File: src/rtl/core/crss_pkg.sv
`timescale 1ns / 1ps
package crss_pkg;

  localparam int VALUE_WIDTH = 16;
  localparam int SUM_WIDTH   = 48;
  localparam int WSUM_WIDTH  = 64;
  localparam int EXP_WIDTH   = 32;
  localparam int SLOPE_WIDTH = 32;
  localparam int TERMS       = 12;

  localparam logic [30:0] LOG2E_Q30 = 31'd1549082005;
  localparam logic [29:0] LN2_Q30   = 30'd744261118;
  localparam logic [30:0] ONE_Q30   = 31'd1073741824;

  localparam logic [SUM_WIDTH-1:0] SUM_MAX = {SUM_WIDTH{1'b1}};

  // floor(2^32 / k) for the taylor divisors
  function automatic logic [32:0] recip(input logic [3:0] k);
    logic [32:0] r;
    unique case (k)
      4'd1:    r = 33'h1_0000_0000;
      4'd2:    r = 33'h0_8000_0000;
      4'd3:    r = 33'h0_5555_5555;
      4'd4:    r = 33'h0_4000_0000;
      4'd5:    r = 33'h0_3333_3333;
      4'd6:    r = 33'h0_2AAA_AAAA;
      4'd7:    r = 33'h0_2492_4924;
      4'd8:    r = 33'h0_2000_0000;
      4'd9:    r = 33'h0_1C71_C71C;
      4'd10:   r = 33'h0_1999_9999;
      4'd11:   r = 33'h0_1745_D174;
      4'd12:   r = 33'h0_1555_5555;
      default: r = 33'h0;
    endcase
    return r;
  endfunction

endpackage

File: src/rtl/core/cox_risk_set_slope.sv
`timescale 1ns / 1ps
// an item runs from S_IDLE to S_OUT; when the exponential saturates or underflows the taylor steps are skipped
// a group end adds 64 quotient steps and the slope step (only the slope step when the exp sum is zero)
// one item at a time: the next item is taken only in S_IDLE, after the result of the last one is registered
// the shared 33x34 multiplier is used in turn: three exp set-up products, three per taylor term
// over 12 terms, then the weighted product; receiver hold-off stalls the result in S_OUT
// synchronous active-low reset clears beta, the sums, the slope and the handshakes
module cox_risk_set_slope import crss_pkg::*; (
  input  logic         clk,
  input  logic         rst_n,
  input  logic         cfg_valid,
  output logic         cfg_ready,
  input  logic [15:0]  cfg_data,
  input  logic         in_tvalid,
  output logic         in_tready,
  input  logic [31:0]  in_tdata,   // member_value, event_value
  input  logic         in_tlast,   // group_end
  input  logic         in_tuser,   // slots_end
  output logic         out_tvalid,
  input  logic         out_tready,
  output logic [127:0] out_tdata,  // member_exp, partition_sum, weighted_mean, slope_total
  output logic         out_tlast,  // group_done
  output logic         out_tuser   // slope_done
);

  typedef enum logic [4:0] {
    S_IDLE, S_BX, S_LOG, S_SPLIT, S_G, S_GSH, S_TMUL, S_TREC, S_TQK, S_TFIX,
    S_SHIFT, S_WMUL, S_ACC, S_DIV, S_SLOPE, S_OUT
  } state_t;

  state_t state_r, state_nxt;

  logic signed [VALUE_WIDTH-1:0] beta_r, x_r, ev_r;
  logic                          gend_r, send_r;
  logic signed [66:0]            prod_r;
  logic signed [32:0]            mul_a;
  logic signed [33:0]            mul_b;
  logic signed [7:0]             n_r;
  logic [23:0]                   f_r;
  logic [29:0]                   g_r;
  logic [30:0]                   term_r, a_r, q_r;
  logic [31:0]                   sum_r;
  logic [3:0]                    k_r;
  logic [EXP_WIDTH-1:0]          e_r;
  logic [SUM_WIDTH-1:0]          esum_r;
  logic signed [WSUM_WIDTH-1:0]  wsum_r;
  logic signed [SLOPE_WIDTH-1:0] slope_r;
  logic [WSUM_WIDTH-1:0]         dvd_r;
  logic [SUM_WIDTH:0]            rem_r;
  logic [5:0]                    cnt_r;
  logic                          neg_r;
  logic signed [VALUE_WIDTH-1:0] mean_r;
  logic                          out_valid_r;
  logic [127:0]                  out_data_r;
  logic                          out_last_r, out_user_r;

  logic [SUM_WIDTH:0]            es_add;
  logic signed [WSUM_WIDTH:0]    ws_add;
  logic [SUM_WIDTH-1:0]          es_new;
  logic signed [WSUM_WIDTH-1:0]  ws_new;
  logic [SUM_WIDTH:0]            rem_sh;
  logic [34:0]                   trem;
  logic [30:0]                   tq;
  logic [7:0]                    sh8;
  logic signed [VALUE_WIDTH-1:0] mean_c;
  logic signed [VALUE_WIDTH-1:0] mean_use;
  logic signed [SLOPE_WIDTH+1:0] d_c;
  logic                          d_c_sat_hi, d_c_sat_lo;
  logic                          out_free;

  assign cfg_ready  = 1'b1;
  assign in_tready  = (state_r == S_IDLE);
  assign out_tvalid = out_valid_r;
  assign out_tdata  = out_data_r;
  assign out_tlast  = out_last_r;
  assign out_tuser  = out_user_r;
  assign out_free   = !out_valid_r || out_tready;

  always_comb begin
    mul_a = '0;
    mul_b = '0;
    unique case (state_r)
      S_BX: begin
        mul_a = 33'(beta_r);
        mul_b = 34'(x_r);
      end
      S_LOG: begin
        mul_a = 33'(signed'(prod_r[31:0]));
        mul_b = 34'({1'b0, LOG2E_Q30});
      end
      S_G: begin
        mul_a = 33'({1'b0, f_r});
        mul_b = 34'({1'b0, LN2_Q30});
      end
      S_TMUL: begin
        mul_a = 33'({1'b0, term_r});
        mul_b = 34'({1'b0, g_r});
      end
      S_TREC: begin
        mul_a = 33'({1'b0, prod_r[60:30]});
        mul_b = signed'({1'b0, recip(k_r)});
      end
      S_TQK: begin
        mul_a = 33'({1'b0, prod_r[62:32]});
        mul_b = 34'({1'b0, k_r});
      end
      S_WMUL: begin
        mul_a = signed'({1'b0, e_r});
        mul_b = 34'(x_r);
      end
      default: begin
        mul_a = '0;
        mul_b = '0;
      end
    endcase
  end

  always_comb begin
    es_add = {1'b0, esum_r} + {17'd0, e_r};
    es_new = es_add[SUM_WIDTH] ? SUM_MAX : es_add[SUM_WIDTH-1:0];
    ws_add = {wsum_r[WSUM_WIDTH-1], wsum_r} + {prod_r[WSUM_WIDTH-1], prod_r[WSUM_WIDTH-1:0]};
    if (ws_add[WSUM_WIDTH] != ws_add[WSUM_WIDTH-1]) begin
      ws_new = ws_add[WSUM_WIDTH] ? {1'b1, {(WSUM_WIDTH-1){1'b0}}}
                                  : {1'b0, {(WSUM_WIDTH-1){1'b1}}};
    end else begin
      ws_new = ws_add[WSUM_WIDTH-1:0];
    end
    rem_sh = {rem_r[SUM_WIDTH-1:0], dvd_r[WSUM_WIDTH-1]};
    trem   = {4'd0, a_r} - prod_r[34:0];
    tq     = (trem >= {31'd0, k_r}) ? q_r + 31'd1 : q_r;
    sh8    = 8'sd14 - n_r;
    if (neg_r) begin
      mean_c = (dvd_r > 64'd32768) ? 16'sh8000 : 16'(-dvd_r);
    end else begin
      mean_c = (dvd_r > 64'd32767) ? 16'sh7FFF : 16'(dvd_r);
    end
    mean_use   = (esum_r != '0) ? mean_c : '0;
    d_c        = 34'(slope_r) + 34'(ev_r) - 34'(mean_use);
    d_c_sat_hi = d_c > 34'sd2147483647;
    d_c_sat_lo = d_c < -34'sd2147483648;
  end

  always_comb begin
    state_nxt = state_r;
    unique case (state_r)
      S_IDLE:  if (in_tvalid) state_nxt = S_BX;
      S_BX:    state_nxt = S_LOG;
      S_LOG:   state_nxt = S_SPLIT;
      S_SPLIT: begin
        if ($signed(prod_r[61:54]) >= 8'sd16 || $signed(prod_r[61:54]) <= -8'sd50) begin
          state_nxt = S_WMUL;
        end else begin
          state_nxt = S_G;
        end
      end
      S_G:     state_nxt = S_GSH;
      S_GSH:   state_nxt = S_TMUL;
      S_TMUL:  state_nxt = S_TREC;
      S_TREC:  state_nxt = S_TQK;
      S_TQK:   state_nxt = S_TFIX;
      S_TFIX:  state_nxt = (k_r == 4'(TERMS)) ? S_SHIFT : S_TMUL;
      S_SHIFT: state_nxt = S_WMUL;
      S_WMUL:  state_nxt = S_ACC;
      S_ACC: begin
        if (!gend_r)           state_nxt = S_OUT;
        else if (es_new == '0) state_nxt = S_SLOPE;
        else                   state_nxt = S_DIV;
      end
      S_DIV:   if (cnt_r == 6'd63) state_nxt = S_SLOPE;
      S_SLOPE: state_nxt = S_OUT;
      S_OUT:   if (out_free) state_nxt = S_IDLE;
      default: state_nxt = S_IDLE;
    endcase
  end

  always_ff @(posedge clk) begin
    if (!rst_n) begin
      state_r     <= S_IDLE;
      beta_r      <= '0;
      esum_r      <= '0;
      wsum_r      <= '0;
      slope_r     <= '0;
      out_valid_r <= 1'b0;
    end else begin
      state_r <= state_nxt;
      prod_r  <= mul_a * mul_b;
      if (cfg_valid) beta_r <= cfg_data;
      if (state_r != S_OUT && out_valid_r && out_tready) out_valid_r <= 1'b0;
      unique case (state_r)
        S_IDLE: begin
          if (in_tvalid) begin
            x_r    <= in_tdata[15:0];
            ev_r   <= in_tdata[31:16];
            gend_r <= in_tlast;
            send_r <= in_tuser;
            mean_r <= '0;
          end
        end
        S_SPLIT: begin
          n_r <= prod_r[61:54];
          f_r <= prod_r[53:30];
          if ($signed(prod_r[61:54]) >= 8'sd16) e_r <= '1;
          else if ($signed(prod_r[61:54]) <= -8'sd50) e_r <= '0;
        end
        S_GSH: begin
          g_r    <= prod_r[53:24];
          term_r <= ONE_Q30;
          sum_r  <= {1'b0, ONE_Q30};
          k_r    <= 4'd1;
        end
        S_TREC: a_r <= prod_r[60:30];
        S_TQK:  q_r <= prod_r[62:32];
        S_TFIX: begin
          term_r <= tq;
          sum_r  <= sum_r + {1'b0, tq};
          k_r    <= k_r + 4'd1;
        end
        S_SHIFT: begin
          if (n_r == 8'sd15) e_r <= {sum_r[30:0], 1'b0};
          else               e_r <= sum_r >> sh8[5:0];
        end
        S_ACC: begin
          esum_r <= es_new;
          wsum_r <= ws_new;
          neg_r  <= ws_new[WSUM_WIDTH-1];
          dvd_r  <= ws_new[WSUM_WIDTH-1] ? 64'(-ws_new) : 64'(ws_new);
          rem_r  <= '0;
          cnt_r  <= '0;
        end
        S_DIV: begin
          cnt_r <= cnt_r + 6'd1;
          if (rem_sh >= {1'b0, esum_r}) begin
            rem_r <= rem_sh - {1'b0, esum_r};
            dvd_r <= {dvd_r[WSUM_WIDTH-2:0], 1'b1};
          end else begin
            rem_r <= rem_sh;
            dvd_r <= {dvd_r[WSUM_WIDTH-2:0], 1'b0};
          end
        end
        S_SLOPE: begin
          mean_r <= mean_use;
          if (d_c_sat_hi)      slope_r <= 32'sh7FFF_FFFF;
          else if (d_c_sat_lo) slope_r <= 32'sh8000_0000;
          else                 slope_r <= d_c[SLOPE_WIDTH-1:0];
        end
        S_OUT: begin
          if (out_free) begin
            out_valid_r <= 1'b1;
            out_data_r  <= {slope_r, mean_r, gend_r ? esum_r : {SUM_WIDTH{1'b0}}, e_r};
            out_last_r  <= gend_r;
            out_user_r  <= gend_r && send_r;
            if (gend_r) begin
              esum_r <= '0;
              wsum_r <= '0;
              if (send_r) slope_r <= '0;
            end
          end
        end
        default: begin
        end
      endcase
    end
  end

endmodule
File: config.mk
export PLATFORM = sky130hd
export DESIGN_NAME = cox_risk_set_slope
export DESIGN_NICKNAME = d
export VERILOG_FILES = /design/src/rtl/core/crss_pkg.sv /design/src/rtl/core/cox_risk_set_slope.sv
export SDC_FILE = /design/constraint.sdc
export NUM_CORES = 2
export LEC_CHECK = 0
export BUFFER_PORTS_ARGS = -buffer_cell sky130_fd_sc_hd__clkbuf_2
export CAP_MARGIN = 20
export CELL_PAD_IN_SITES_DETAIL_PLACEMENT = 1
export CELL_PAD_IN_SITES_GLOBAL_PLACEMENT = 1
export CORE_ASPECT_RATIO = 1.25
export CORE_UTILIZATION = 55
export DETAILED_ROUTE_END_ITERATION = 6
export GPL_ROUTABILITY_DRIVEN = 0
export PLACE_DENSITY = 0.95
export RECOVER_POWER = 50
export SYNTH_ARGS = -nofsm -noshare
export SYNTH_HDL_FRONTEND = slang
export SYNTH_SLANG_ARGS = --single-unit
File: constraint.sdc
create_clock -name clk -period 27.3 [get_ports clk]
set_input_delay 2.73 -clock clk [delete_from_list [all_inputs] [get_ports clk]]
set_output_delay 2.73 -clock clk [all_outputs]
set_load 0.01 [all_outputs]
==> results of run 1 <==
-- metrics by stage --
step | setup WS (ns) | hold WS (ns)
after floorplan | 17.30 | 0.400
after global placement | 14.83 | 0.403
after detailed placement | 13.87 | 0.410
after CTS | 13.53 | 0.434
-- Yosys cell counts, types with 16 or more instances --
library cell	number	area share
xnor2_1	178	0.018
o21ai_0	381	0.022
nor2_1	785	0.033
and4_1	28	0.0028
o211ai_1	41	0.0035
nand3_1	165	0.0094
a22o_1	34	0.0034
clkbuf_1	430	0.018
mux4_2	24	0.0061
or2_2	27	0.0019
a211oi_1	51	0.0043
a21oi_1	455	0.026
a221oi_1	26	0.0026
buf_1	29	0.0012
a2111oi_0	22	0.0022
nand2b_1	95	0.0067
a31oi_1	58	0.0041
a21boi_0	27	0.0023
a31o_2	17	0.0017
ha_1	470	0.067
fa_1	1181	0.27
nor3_1	98	0.0056
or3_1	44	0.0031
or4_1	22	0.0019
xor2_1	151	0.015
a21o_1	156	0.013
a222oi_1	19	0.0022
dfxtp_1	187	0.042
a41oi_1	16	0.0016
o21a_1	63	0.0054
o21bai_1	41	0.0035
a22oi_1	97	0.0083
a211o_1	18	0.0018
edfxtp_1	586	0.20
nand4_1	109	0.0077
nor2b_1	79	0.0056
a311oi_1	19	0.0019
nand2_1	1257	0.053
and3_1	76	0.0054
and2_1	142	0.010
mux2i_1	93	0.011
inv_1	1429	0.061
o31ai_1	26	0.0022
nor4_1	65	0.0046
a221o_1	43	0.0049
-- routing by layer --
layer,overflow,GRT usage
met1,0,0.618
met2,11,0.822
met3,14,0.503
met4,15,0.648
met5,1,0.277
-- logic make-up after synthesis --
| group | Yosys count | share of synthesized area |
|---|---|---|
| and+or+nand+nor | 3062 | 0.159 |
| buffers and inverters | 1907 | 0.0816 |
| AOI/OAI and AO/OA | 1759 | 0.132 |
| adders and majority gates | 1651 | 0.335 |
| DFF | 773 | 0.242 |
| xor gates and xnor gates | 329 | 0.0327 |
| muxes | 132 | 0.0186 |
| other | 1 | 0.0000425 |
==> impl_metrics.toml, run 1 <==
[outcome]
outcome = "did not finish"
lastStage = "global routing"
error = "[ERROR GRT-0232] Routing congestion too high. Check the congestion heatmap in the GUI."

[die]
ioPinCount = 188
rows = 163
initial_core_util = 0.557
die_w_um = 360
die_h_um = 450

[synth]
ys_seq_area_frac = 0.242
netlist_instances = 9614
synth_flop_cell = "edfxtp_1"
avgSynthCellArea_sq_um = 9.17
synth_area_sq_um = 88200
synthArstFlopShare = 0
yosys_warnings = 0
synth-edff-count = 586
synth_cell_types = 103
synth_nets = 11300
ys_ff_latch = 773

[clock_network]
cts_sinks = 773
cts_setup_buffers = 0
ctsResizeCount = 0
cts_hold_buffers = 0
cts_max_level = 3
cts_made_buffers = 83
clock_path_buffers = 3
cts_root_buf = "clkbuf_16"

[grt]
antenna_found_initial = 103
grt_usage = 0.646
overflow = 41
grt_max_degree = 94

[placement]
dpl.cell_count = 11600
dpl_cell_area_sq_um = 91500
io_buffers = 186
hpwl_um = 286000
==> run 2: changes to the inputs <==
- CELL_PAD_IN_SITES_DETAIL_PLACEMENT: 1 -> not set
- CELL_PAD_IN_SITES_GLOBAL_PLACEMENT: 1 -> not set
- CORE_ASPECT_RATIO: 1.25 -> not set
- CORE_UTILIZATION: 55 -> 40
- PLACE_DENSITY: 0.95 -> not set
- PLACE_DENSITY_LB_ADDON: not set -> 0.15
==> run 2 against run 1 <==
The flow now finishes, with violations (max-capacitance violations, max-slew violations). Synthesized area unchanged. Synthesized cell count stayed put.
==> impl_metrics.toml, run 2 <==
[clock_network]
cts_root_buf = "clkbuf_16"
cts_made_buffers = 90
cts_hold_buffers = 0
path_clk_slew_ns = 0.07
ctsResizeCount = 0
cts_max_level = 3
clock_path_buffers = 3
clk_latency_ns = 0.75
cts_tree = "built"
cts_setup_buffers = 0
cts_sinks = 773

[sta]
tightest_slew_ns = 4.34
hold_viol_final = 0
slew_headroom = -1.92
setup_ws_ns = 14.74
rsz0062_at_grt = "no"
fin_crit_sh = 0.460
min_period_ns = 12.56
drv_slew = 637
tns_ns = 0
whs_ns = 0.420
fin_worst_skew_ns = 0.0758
final-setup-viol-count = 0
fmax_mhz = 79.6

[cells_and_area]
syn2layout_area_growth_pct = 8.17
fin_nets = 11300
drive_above_1_share = 0.0538
final_cell_mix = "1,429 x inv_1, 1,257 x nand2_1, 1,181 x fa_1"
nFillCells = 21700
mostFrequentLayoutCell = "inv_1"
largest_reg_flops = 128

[drt]
num_vias = 72000
drtAntennaViolNets = 0
dr.pass1.iters = 7
drc = 0
postRouteWirelength_um = 311000
drt_iter0_markers = 6793
wl_per_cell_um = 24.8
routed_via_density = 5.73

[synth]
synth_flop_cell = "edfxtp_1"
yosys_warnings = 0
synth_nets = 11300
netlist_instances = 9614
ys_seq_area_frac = 0.242
yosys.cell_count.top_type = "inv_1"
synth_top_area_frac = 0.268
synth-edff-count = 586
synth_area_leaders = "fa_1 27%, edfxtp_1 20%, ha_1 6.7%"
ys_ff_latch = 773
synth_cell_types = 103
synth_area_sq_um = 88200
synthArstFlopShare = 0
synth_top_area_cell = "fa_1"
synthTopCellsByCount = "1,429 x inv_1, 1,257 x nand2_1, 1,181 x fa_1"
avgSynthCellArea_sq_um = 9.17

[placement]
io_buffers = 186
hpwl_um = 238000
place_ws_ns = 14.46

[grt]
grt_max_degree = 80
grt_usage = 0.278
antenna_found_initial = 19
met2_usage = 0.444
met3_usage = 0.0380
met1_usage = 0.369
busiest_layer = "met2"
overflow = 0
grt_pass1_vias = 71800
grt_first_pass_wirelength_um = 463000

[outcome]
outcome = "finished with violations"
failed_checks = "max-capacitance violations, max-slew violations"

[critical_path]
cp_common_cell = "fa_1"
cp.arrival_ns = 13.07
cp-end-kind = "register"
worst_path_max_delay_cell = "dfxtp_1"
path_max_fanout = 34
cpPeakStageDelay_ns = 0.82
cp.required_ns = 27.80
path_class = "register to register"
cp-start-kind = "register"
reg2reg_depth = 38

[power]
p_leak_nw = 41.6
worst_ir_drop_vdd_v = 0.0000542
power_w = 0.00643
cellPowerDensity_nw_per_um2 = 67.4

[die]
die_w_um = 472
rows = 172
die_area_sq_um = 222000
die_h_um = 472
initial_core_util = 0.402
ioPinCount = 188
core_area_sq_um = 220000

[job]
maxCapViolCount = 17

[hold_path]
hold_class = "register to register"
whs_path_depth = 0
==> run 2: cell counts after synthesis <==
Identical to the previous run, type by type.
==> run 2: kinds of logic (layout without fill, tap and decap cells) <==
kind of cell | count (synthesis) | after routing | share of synthesized area
xor+xnor | 329 | 329 | 0.0327
buf+inv | 1907 | 1974 | 0.0816
other cells | 1 | 8 | 0.0000425
simple gates | 3062 | 3062 | 0.159
flops | 773 | 773 | 0.242
fa+ha+maj | 1651 | 1651 | 0.335
mux | 132 | 132 | 0.0186
compound gates | 1759 | 1759 | 0.132
==> run 2: path summary, 6_finish.rpt <==
check | startpoint | to | slack [ns]
setup / recovery | state_r[0] | prod_r[44] | 14.74
hold / removal | mean_r[13] | out_tdata[93] | 0.42
setup reg to reg | state_r[0] | prod_r[44] | 14.74
hold reg to reg | mean_r[13] | out_tdata[93] | 0.42
==> run 2: per-layer routing <==
metal | vias to the layer above | part of all wire
met3 | 603 | 0.075
met2 | 2930 | 0.46
li1 | 32100 | -
met4 | 6 | 0.054
met1 | 36400 | 0.41
met5 | - | 0.00012
==> run 2: power breakdown <==
group	internal (W)	switching, W	total (W)
Combinational	0.00118	0.00234	0.00352
Clock	0.000740	0.000555	0.00129
Sequential	0.00146	0.000164	0.00162
==> run 2: final cells by class <==
type	count	area [sq um]	area share
clock inverter	55	631	0.00661
sequential	773	21300	0.224
clock buffer	113	2490	0.0261
antenna	7	17.5	0.000184
timing repair buffer	374	2080	0.0218
inverter	1432	5380	0.0563
multi-input combinational	6934	59900	0.628
tap	2871	3590	0.0377
==> run 2: worst max-delay path: cells and delay by family, from the launching register on <==
kind            cells  cell delay (ns)
buf+inv             9             1.61
simple gates       10             2.07
compound gates     10             3.27
flops               1             0.82
fa+ha+maj           9             4.47
==> run 2: metrics by stage <==
step / area (sq um) / cells / utilization
3_3_place_gp: 92600 / 12400 / 0.422
5_1_grt: 95400 / 12600 / 0.435
3_5_place_dp: 92600 / 12400 / 0.422
6_report: 95400 / 12600 / 0.435
2_1_floorplan: 88200 / 9614 / -
4_1_cts: 95700 / 12600 / 0.436
Power figures use the tool's default switching activity.
